**src/design/cef_pkg.sv**
```systemverilog
// ----------------------------------------------------------------------------
// cef_pkg
// Types and constants of the checksummed serial frame encoder.
// ----------------------------------------------------------------------------
package cef_pkg;

  localparam logic [7:0] SYNC_BYTE       = 8'h5A;
  localparam int         QUEUE_DEPTH_DEF = 2;

  typedef struct packed {
    logic [15:0] element_value;
    logic [6:0]  element_count;
    logic [7:0]  function_code;
  } cef_in_t;

  typedef struct packed {
    logic [7:0] out_byte;
    logic       last_of_run;
    logic       end_of_frame;
  } cef_out_t;

  // One classified element as it waits between front and back.
  typedef struct packed {
    logic [15:0] value;
    logic [7:0]  func;
    logic [7:0]  cnt_byte;
    logic        hdr;
    logic        word;
    logic        last;
  } cef_cmd_t;

  typedef enum logic [2:0] {
    ST_START,
    ST_SYNC0,
    ST_SYNC1,
    ST_FUNC,
    ST_CNT,
    ST_HI,
    ST_LO,
    ST_SUM
  } cef_step_t;

endpackage

```
**src/design/cef_front.sv**
```systemverilog
// ----------------------------------------------------------------------------
// cef_front
// Accepts elements, tracks the open frame and builds byte commands.
// ----------------------------------------------------------------------------
module cef_front (
  input  logic             clk,
  input  logic             rst_n,
  input  logic             cfg_we,
  input  logic             cfg_wdata,
  input  logic             in_valid,
  output logic             in_ready,
  input  cef_pkg::cef_in_t in_data,
  input  logic             q_full,
  output logic             q_push,
  output cef_pkg::cef_cmd_t q_cmd
);

  logic       word_mode_r;
  logic [6:0] left_r, left_nxt;
  logic [6:0] left_cur;
  logic       opening;
  logic       accept;

  assign in_ready = !q_full;
  assign accept   = in_valid && in_ready;
  assign opening  = (left_r == 7'd0);
  assign left_cur = opening ? in_data.element_count : left_r;

  // An item that would open a frame with no elements is dropped.
  assign q_push = accept && (left_cur != 7'd0);

  always_comb begin
    q_cmd.value    = in_data.element_value;
    q_cmd.func     = in_data.function_code;
    q_cmd.cnt_byte = word_mode_r ? {in_data.element_count, 1'b0}
                                 : {1'b0, in_data.element_count};
    q_cmd.hdr      = opening;
    q_cmd.word     = word_mode_r;
    q_cmd.last     = (left_cur == 7'd1);
  end

  always_comb begin
    left_nxt = left_r;
    if (q_push) begin
      left_nxt = left_cur - 7'd1;
    end
  end

  always_ff @(posedge clk) begin
    if (!rst_n) begin
      word_mode_r <= 1'b1;
      left_r      <= 7'd0;
    end else begin
      left_r <= left_nxt;
      if (cfg_we) begin
        word_mode_r <= cfg_wdata;
      end
    end
  end

endmodule

```
**src/design/cef_fifo.sv**
```systemverilog
// ----------------------------------------------------------------------------
// cef_fifo
// Short command queue between the front and the back.
// ----------------------------------------------------------------------------
module cef_fifo #(
  parameter int DEPTH = cef_pkg::QUEUE_DEPTH_DEF
) (
  input  logic              clk,
  input  logic              rst_n,
  input  logic              push,
  input  cef_pkg::cef_cmd_t push_cmd,
  output logic              full,
  input  logic              pop,
  output logic              head_valid,
  output cef_pkg::cef_cmd_t head_cmd
);

  localparam int PTR_W = $clog2(DEPTH);
  localparam int CNT_W = $clog2(DEPTH + 1);

  cef_pkg::cef_cmd_t mem_r [DEPTH];
  logic [PTR_W-1:0]  wr_ptr_r, wr_ptr_nxt;
  logic [PTR_W-1:0]  rd_ptr_r, rd_ptr_nxt;
  logic [CNT_W-1:0]  cnt_r, cnt_nxt;

  assign full       = (cnt_r == CNT_W'(DEPTH));
  assign head_valid = (cnt_r != '0);
  assign head_cmd   = mem_r[rd_ptr_r];

  always_comb begin
    wr_ptr_nxt = wr_ptr_r;
    rd_ptr_nxt = rd_ptr_r;
    cnt_nxt    = cnt_r;
    if (push) begin
      wr_ptr_nxt = (wr_ptr_r == PTR_W'(DEPTH - 1)) ? '0 : wr_ptr_r + 1'b1;
    end
    if (pop) begin
      rd_ptr_nxt = (rd_ptr_r == PTR_W'(DEPTH - 1)) ? '0 : rd_ptr_r + 1'b1;
    end
    if (push && !pop) begin
      cnt_nxt = cnt_r + 1'b1;
    end else if (pop && !push) begin
      cnt_nxt = cnt_r - 1'b1;
    end
  end

  always_ff @(posedge clk) begin
    if (!rst_n) begin
      wr_ptr_r <= '0;
      rd_ptr_r <= '0;
      cnt_r    <= '0;
    end else begin
      wr_ptr_r <= wr_ptr_nxt;
      rd_ptr_r <= rd_ptr_nxt;
      cnt_r    <= cnt_nxt;
    end
  end

  always_ff @(posedge clk) begin
    if (push) begin
      mem_r[wr_ptr_r] <= push_cmd;
    end
  end

endmodule

```
**src/design/cef_back.sv**
```systemverilog
// ----------------------------------------------------------------------------
// cef_back
// Walks each queued command byte by byte, keeps the running sum and holds
// the output register.
// ----------------------------------------------------------------------------
module cef_back (
  input  logic              clk,
  input  logic              rst_n,
  input  logic              head_valid,
  input  cef_pkg::cef_cmd_t head_cmd,
  output logic              pop,
  output logic              out_valid,
  input  logic              out_ready,
  output cef_pkg::cef_out_t out_data
);

  cef_pkg::cef_step_t step_r, step_nxt, cur_step;
  logic [7:0]         sum_r, sum_nxt;
  logic               out_valid_r, out_valid_nxt;
  cef_pkg::cef_out_t  out_data_r;
  logic [7:0]         byte_val;
  logic               final_step;
  logic               eof;
  logic               go;

  assign go  = head_valid && (!out_valid_r || out_ready);
  assign pop = go && final_step;

  // A fresh command starts at the header, or directly at its data bytes.
  always_comb begin
    if (step_r == cef_pkg::ST_START) begin
      if (head_cmd.hdr) begin
        cur_step = cef_pkg::ST_SYNC0;
      end else if (head_cmd.word) begin
        cur_step = cef_pkg::ST_HI;
      end else begin
        cur_step = cef_pkg::ST_LO;
      end
    end else begin
      cur_step = step_r;
    end
  end

  // Output decode of the current step.
  always_comb begin
    byte_val   = 8'h00;
    final_step = 1'b0;
    eof        = 1'b0;
    case (cur_step)
      cef_pkg::ST_SYNC0: byte_val = cef_pkg::SYNC_BYTE;
      cef_pkg::ST_SYNC1: byte_val = cef_pkg::SYNC_BYTE;
      cef_pkg::ST_FUNC:  byte_val = head_cmd.func;
      cef_pkg::ST_CNT:   byte_val = head_cmd.cnt_byte;
      cef_pkg::ST_HI:    byte_val = head_cmd.value[15:8];
      cef_pkg::ST_LO: begin
        byte_val   = head_cmd.value[7:0];
        final_step = !head_cmd.last;
      end
      cef_pkg::ST_SUM: begin
        byte_val   = sum_r;
        final_step = 1'b1;
        eof        = 1'b1;
      end
      default: byte_val = 8'h00;
    endcase
  end

  // Next step.
  always_comb begin
    step_nxt = step_r;
    if (go) begin
      if (final_step) begin
        step_nxt = cef_pkg::ST_START;
      end else begin
        case (cur_step)
          cef_pkg::ST_SYNC0: step_nxt = cef_pkg::ST_SYNC1;
          cef_pkg::ST_SYNC1: step_nxt = cef_pkg::ST_FUNC;
          cef_pkg::ST_FUNC:  step_nxt = cef_pkg::ST_CNT;
          cef_pkg::ST_CNT:   step_nxt = head_cmd.word ? cef_pkg::ST_HI : cef_pkg::ST_LO;
          cef_pkg::ST_HI:    step_nxt = cef_pkg::ST_LO;
          cef_pkg::ST_LO:    step_nxt = cef_pkg::ST_SUM;
          default:           step_nxt = cef_pkg::ST_START;
        endcase
      end
    end
  end

  // The first sync byte restarts the sum; the checksum byte is not summed.
  always_comb begin
    sum_nxt = sum_r;
    if (go) begin
      if (eof) begin
        sum_nxt = 8'h00;
      end else begin
        sum_nxt = ((cur_step == cef_pkg::ST_SYNC0) ? 8'h00 : sum_r) + byte_val;
      end
    end
  end

  always_comb begin
    out_valid_nxt = out_valid_r;
    if (go) begin
      out_valid_nxt = 1'b1;
    end else if (out_ready) begin
      out_valid_nxt = 1'b0;
    end
  end

  always_ff @(posedge clk) begin
    if (!rst_n) begin
      step_r      <= cef_pkg::ST_START;
      sum_r       <= 8'h00;
      out_valid_r <= 1'b0;
    end else begin
      step_r      <= step_nxt;
      sum_r       <= sum_nxt;
      out_valid_r <= out_valid_nxt;
    end
  end

  always_ff @(posedge clk) begin
    if (go) begin
      out_data_r.out_byte     <= byte_val;
      out_data_r.last_of_run  <= final_step;
      out_data_r.end_of_frame <= eof;
    end
  end

  assign out_valid = out_valid_r;
  assign out_data  = out_data_r;

endmodule

```
**src/design/checksummed_serial_frame_encoder_top.sv**
```systemverilog
// ----------------------------------------------------------------------------
// checksummed_serial_frame_encoder_top
// Frame encoder: header, data bytes and additive checksum from elements.
// ----------------------------------------------------------------------------
//   channel  ports                         role
//   in       in_valid/in_ready/in_data     data elements, header fields
//   out      out_valid/out_ready/out_data  frame bytes, one per item
//   cfg      cfg_we/cfg_wdata              word_mode register
//
// The back emits one byte per cycle unless stalled; an element gives 1 byte
// in byte mode or 2 in word mode, plus 4 header bytes and 1 checksum byte per frame.
// The front accepts while the command queue has room; out_ready stalls the
// back, and once the queue fills, in_ready drops until the back pops.
// Reset is synchronous: frame closed, sum cleared, word_mode set.
// Items that would open a frame with a zero count are dropped.
// ----------------------------------------------------------------------------
module checksummed_serial_frame_encoder_top #(
  parameter int QUEUE_DEPTH = cef_pkg::QUEUE_DEPTH_DEF
) (
  input  logic              clk,
  input  logic              rst_n,
  input  logic              cfg_we,
  input  logic              cfg_wdata,
  input  logic              in_valid,
  output logic              in_ready,
  input  cef_pkg::cef_in_t  in_data,
  output logic              out_valid,
  input  logic              out_ready,
  output cef_pkg::cef_out_t out_data
);

  logic              q_full;
  logic              q_push;
  logic              q_pop;
  logic              q_head_valid;
  cef_pkg::cef_cmd_t q_cmd;
  cef_pkg::cef_cmd_t q_head;

  cef_front u_front (
    .clk      (clk),
    .rst_n    (rst_n),
    .cfg_we   (cfg_we),
    .cfg_wdata(cfg_wdata),
    .in_valid (in_valid),
    .in_ready (in_ready),
    .in_data  (in_data),
    .q_full   (q_full),
    .q_push   (q_push),
    .q_cmd    (q_cmd)
  );

  cef_fifo #(
    .DEPTH(QUEUE_DEPTH)
  ) u_fifo (
    .clk       (clk),
    .rst_n     (rst_n),
    .push      (q_push),
    .push_cmd  (q_cmd),
    .full      (q_full),
    .pop       (q_pop),
    .head_valid(q_head_valid),
    .head_cmd  (q_head)
  );

  cef_back u_back (
    .clk       (clk),
    .rst_n     (rst_n),
    .head_valid(q_head_valid),
    .head_cmd  (q_head),
    .pop       (q_pop),
    .out_valid (out_valid),
    .out_ready (out_ready),
    .out_data  (out_data)
  );

endmodule

```
**config.mk**
```make
export PLATFORM = sky130hd
export DESIGN_NAME = checksummed_serial_frame_encoder_top
export DESIGN_NICKNAME = d
export VERILOG_FILES = /design/src/design/cef_pkg.sv /design/src/design/cef_front.sv /design/src/design/cef_fifo.sv /design/src/design/cef_back.sv /design/src/design/checksummed_serial_frame_encoder_top.sv
export SDC_FILE = /design/constraint.sdc
export NUM_CORES = 1
export LEC_CHECK = 0
export BUFFER_PORTS_ARGS = -buffer_cell sky130_fd_sc_hd__buf_4
export CAP_MARGIN = 20
export CORE_UTILIZATION = 59
export DETAILED_ROUTE_END_ITERATION = 10
export GPL_TIMING_DRIVEN = 0
export PLACE_DENSITY = 0.86
export SLEW_MARGIN = 20
export SYNTH_ARGS = -nofsm -noshare
export SYNTH_HDL_FRONTEND = slang
export SYNTH_SLANG_ARGS = --single-unit
```
**constraint.sdc**
```tcl
create_clock -name clk -period 4.6 [get_ports clk]
set_clock_uncertainty 0.15 [all_clocks]
set_input_delay 0.92 -clock clk [delete_from_list [all_inputs] [get_ports clk]]
set_output_delay 0.92 -clock clk [all_outputs]
set_load 0.01 [all_outputs]
```
* Yosys cells after proc, flatten, opt, wreduce, memory -nomap -nowiden
Memories as Yosys holds them, arrays and structs flattened. A register that Yosys moved wholly into a read port is not among the register bits. Cells that the tools add are included.
Word-level totals: register bits 34, RAM bits 70, input bits 37, output and inout bits 12, word-level logic and storage cells 68, memories kept 1
Memories:
- u_fifo.mem_r | words 2, width 35, rd ports 1, clocked after Yosys merged registers in 1, write ports 1, line cef_fifo.sv:21 | cef_pkg::cef_cmd_t mem_r [DEPTH];
Operators by class: $add $sub $neg 6, equal/unequal tests 9, muxes and demuxes 22, reductions and logical operators 19
Operators with widths (number):
- $pmux W8 S6 | 1
- $mux W8 | 3
- $pmux W3 S6 | 1
- $eq A3 B3 Y1 const B | 4
- $mux W1 | 9
- $mux W3 | 3
- $add A8 B8 Y8 | 1
- $eq A7 B1 Y1 const B | 1
- $logic_not A7 Y1 | 1
- $mux W7 | 1
- $reduce_bool A7 Y1 | 1
- $sub A7 B1 Y7 const B | 1
- $eq A3 B2 Y1 const B | 2
- $logic_and A1 B1 Y1 | 6
- $mux W2 | 3
- $reduce_bool A2 Y1 | 3
- $logic_not A1 Y1 | 5
- $eq A3 B1 Y1 const B | 1
- $logic_not A3 Y1 | 1
- $add A1 B1 Y1 const B | 2
- $add A2 B1 Y2 const B | 1
- $eq A2 B2 Y1 const B | 1
- $pmux W1 S2 | 1
- $reduce_or A2 Y1 | 1
- other kinds (2) | 2

* Longest topological paths before layout
word-level depth 9, gate-level depth with buffers 16, gate-level depth less buffers 14

* Cells and area by module
A second synthesis with hierarchy kept.
Unflattened totals: cell total of the unflattened synthesis 419, area total of the unflattened synthesis 5231.3 um2
By module, submodules not included:
- cef_fifo | times used 1, cells an instance 131, area each 2756.4 um2
- cef_back | times used 1, cells an instance 174, area each 1539.0 um2
- cef_front | times used 1, cells an instance 114, area each 935.9 um2

* Worst setup path after synthesis
OpenSTA, ideal clock, no wires.
path type register to register, from register u_front.left_r[2], to memory u_fifo.mem_r[0][0] in the netlist's numbering (enable), library setup time 0.427 ns, arrival 3.451 ns, data required time 4.023 ns, setup slack 0.572 ns, cell stages (with the launch flop) 8, path buffers 1, period minus slack after synthesis 4.028 ns, path through dfxtp_1 > or4_1 > buf_6 > nor3_4 > a21oi_1 > ha_1 > a21o_2 > nor2_1
RTL lines:
- from (decl) | line cef_front.sv:19 | logic [6:0] left_r, left_nxt;
- from (signal assigned) | line cef_front.sv:54 | left_r <= left_nxt;
- to (decl) | line cef_fifo.sv:21

==> out/metrics.yaml <==
leakagePower_uw: 0.00208
ys_async_sr_fraction: 0
die_w_um: 93.5
mostFrequentLayoutCells: "edfxtp_1, buf_4, nor2_1"
ys_seq_area_frac: 0.588
numCtsBuffers: 9
pwr_density_cell_mw_per_mm2: 718
critical_path_required_ns: 4.73
dp_hpwl_um: 7100
rsz0062_at_grt: "no"
cts_max_path_buffers: 2
fin_crit_sh: 0.882
drv_cap: 0
fin_ws_ns: 0.541
synth-edff-count: 80
start_util: 0.623
fin_crit_ns: 4.06
num_rows: 32
die_area_sq_mm: 0.00874
placed_cells: 542
final_antenna_net_count: 0
multiInputGateArea_sq_mm: 0.00190
synthesis.area_sq_mm: 0.00494
clk_latency_ns: 0.38
fin_hold_ws_ns: 0.324
syn_to_final_growth_pct: 15.3
fillers: 528
slew_violations: 0
final_common_cell: "edfxtp_1"
cts_setup_buffers: 0
grt_pass1_wl_um: 16400
startpoint_type: "flip-flop"
synth_cell_types: 68
drt_wl_total_um: 10000
ir_drop_v: 0.000388
synthFlopType: "edfxtp_1"
path_clk_slew_ns: 0.11
arrival_ns: 4.19
io_pins: 49
worstMarginPinSlew_ns: 0.658
final_util: 0.718
report.final.setup_viol: 0
clock-sinks: 105
postCtsResizedCells: 0
critPathMaxFanout: 9
track_usage: 0.251
first_global_vias: 3351
grt_antenna_before_repair: 0
antenna_cells: 0
final_nets: 499
ctsHtreeMaxLevel: 3
avgSynthCellArea_sq_um: 12.7
synth_nets: 438
path_class: "flip-flop to flip-flop"
cts_tree: "built"
ys_ff_latch: 105
finalSetupTns_ns: 0
fmax_ghz: 0.246
gp_congestion: 0.858
final-seq-area_sq_mm: 0.00290
endpoint_kind: "flip-flop"
io_buffers: 48
vias: 3342
pre_cts_ws_ns: 0.620
grt_overflow: 0
dr.pass1.iters: 5
core-area_sq_mm: 0.00793
slew_headroom: 0.560
final-hold-violation-count: 0
grt_max_degree: 32
cts_root_buffer: "clkbuf_8"
outcome: "finished clean"
drive_gt1_frac: 0.246
ys_warn_count: 0
drc: 0
die_h_um: 93.5
postCtsHoldBufs: 0
fin_cells: 558
via_per_inst: 5.99
drt_iter0_drc: 366
hold_class: "flip-flop to flip-flop"
wl_per_cell_um: 17.9
syn_inst: 390
==> metal layers <==
metal  vias up  share of wire  GRT usage
met1      1592           0.42      0.322
met4         0          0.026      0.118
met3        22          0.058     0.0390
met5         -              0          0
li1       1593              -          -
met2       135           0.50      0.420
==> through the flow <==
stage,total power [uW],area (sq um)
floorplan,2930,4940
global placement,3340,5430
detailed placement,3450,5470
CTS,4070,5690
global route,4350,5690
finish,4090,5690
==> critical path, cell delays in order (launching register included) <==
cell       delay [ns]
dfxtp_1          0.32
buf_4            0.19
mux2i_1          0.31
a21oi_1          0.21
nor2b_1          0.29
a21o_1           0.22
a2111oi_2        0.58
inv_1            0.17
ha_1             0.33
a21oi_1          0.22
nor2_1           0.11
o311a_1          0.31
o21ai_0          0.23
o221ai_1         0.14
o21a_1           0.18
==> Yosys cell counts, types with 5 or more instances <==
cell type / number / area share
nand2_1: 11 / 0.0084
nor2_1: 30 / 0.023
nor3_1: 11 / 0.011
a31oi_1: 5 / 0.0063
dfxtp_1: 25 / 0.10
edfxtp_1: 80 / 0.49
a21oi_1: 21 / 0.021
o21ai_0: 13 / 0.013
nand2b_1: 5 / 0.0063
mux2_2: 20 / 0.046
inv_1: 13 / 0.0099
ha_1: 10 / 0.025
nor2b_1: 16 / 0.020
clkbuf_1: 9 / 0.0068
a22oi_1: 7 / 0.011
and2_1: 5 / 0.0063
o21a_1: 5 / 0.0076
mux2i_1: 24 / 0.049
==> registers in the layout, summed over array words and instances (netlist names), named ones only <==
name                 flops
u_fifo.wr_ptr_r          1
u_fifo.rd_ptr_r          1
u_back.step_r            3
u_back.sum_r             8
u_front.word_mode_r      1
u_fifo.cnt_r             2
u_back.out_data         10
u_fifo.mem_r            70
u_back.out_valid         1
u_front.left_r           7
==> final timing paths <==
kind,startpoint,to,slack [ns],depth (start not counted)
setup / recovery,flip-flop,u_back.sum_r[7],0.54,14
hold / removal,u_front.word_mode_r,u_fifo.mem_r[0][1],0.32,0
hold reg to reg,u_front.word_mode_r,u_fifo.mem_r[0][1],0.32,0
setup reg to reg,flip-flop,u_back.sum_r[7],0.54,14
==> final cells by class <==
cell class / instances / area share
plain buffers: 16 / 0.0145
clock buffers: 9 / 0.0218
clock inverters: 7 / 0.0169
inverters: 15 / 0.00989
multi-input cells: 254 / 0.334
flip-flops and latches: 105 / 0.510
well taps: 102 / 0.0224
repair buffers: 50 / 0.0703
==> logic make-up after synthesis <==
logic type,count (synthesis),synth area share
buffers and inverters,31,0.0281
adders and majority gates,11,0.0294
AOI/OAI and AO/OA,86,0.126
DFF,105,0.588
and+or+nand+nor,105,0.119
xor gates and xnor gates,7,0.0124
muxes,45,0.0973
==> power by group <==
part / switching (uW) / total [uW] / internal, uW
combinational: 1140 / 1960 / 818
clock: 339 / 606 / 267
sequential: 121 / 1530 / 1410
No activity file was read; power rests on OpenSTA's default activity.
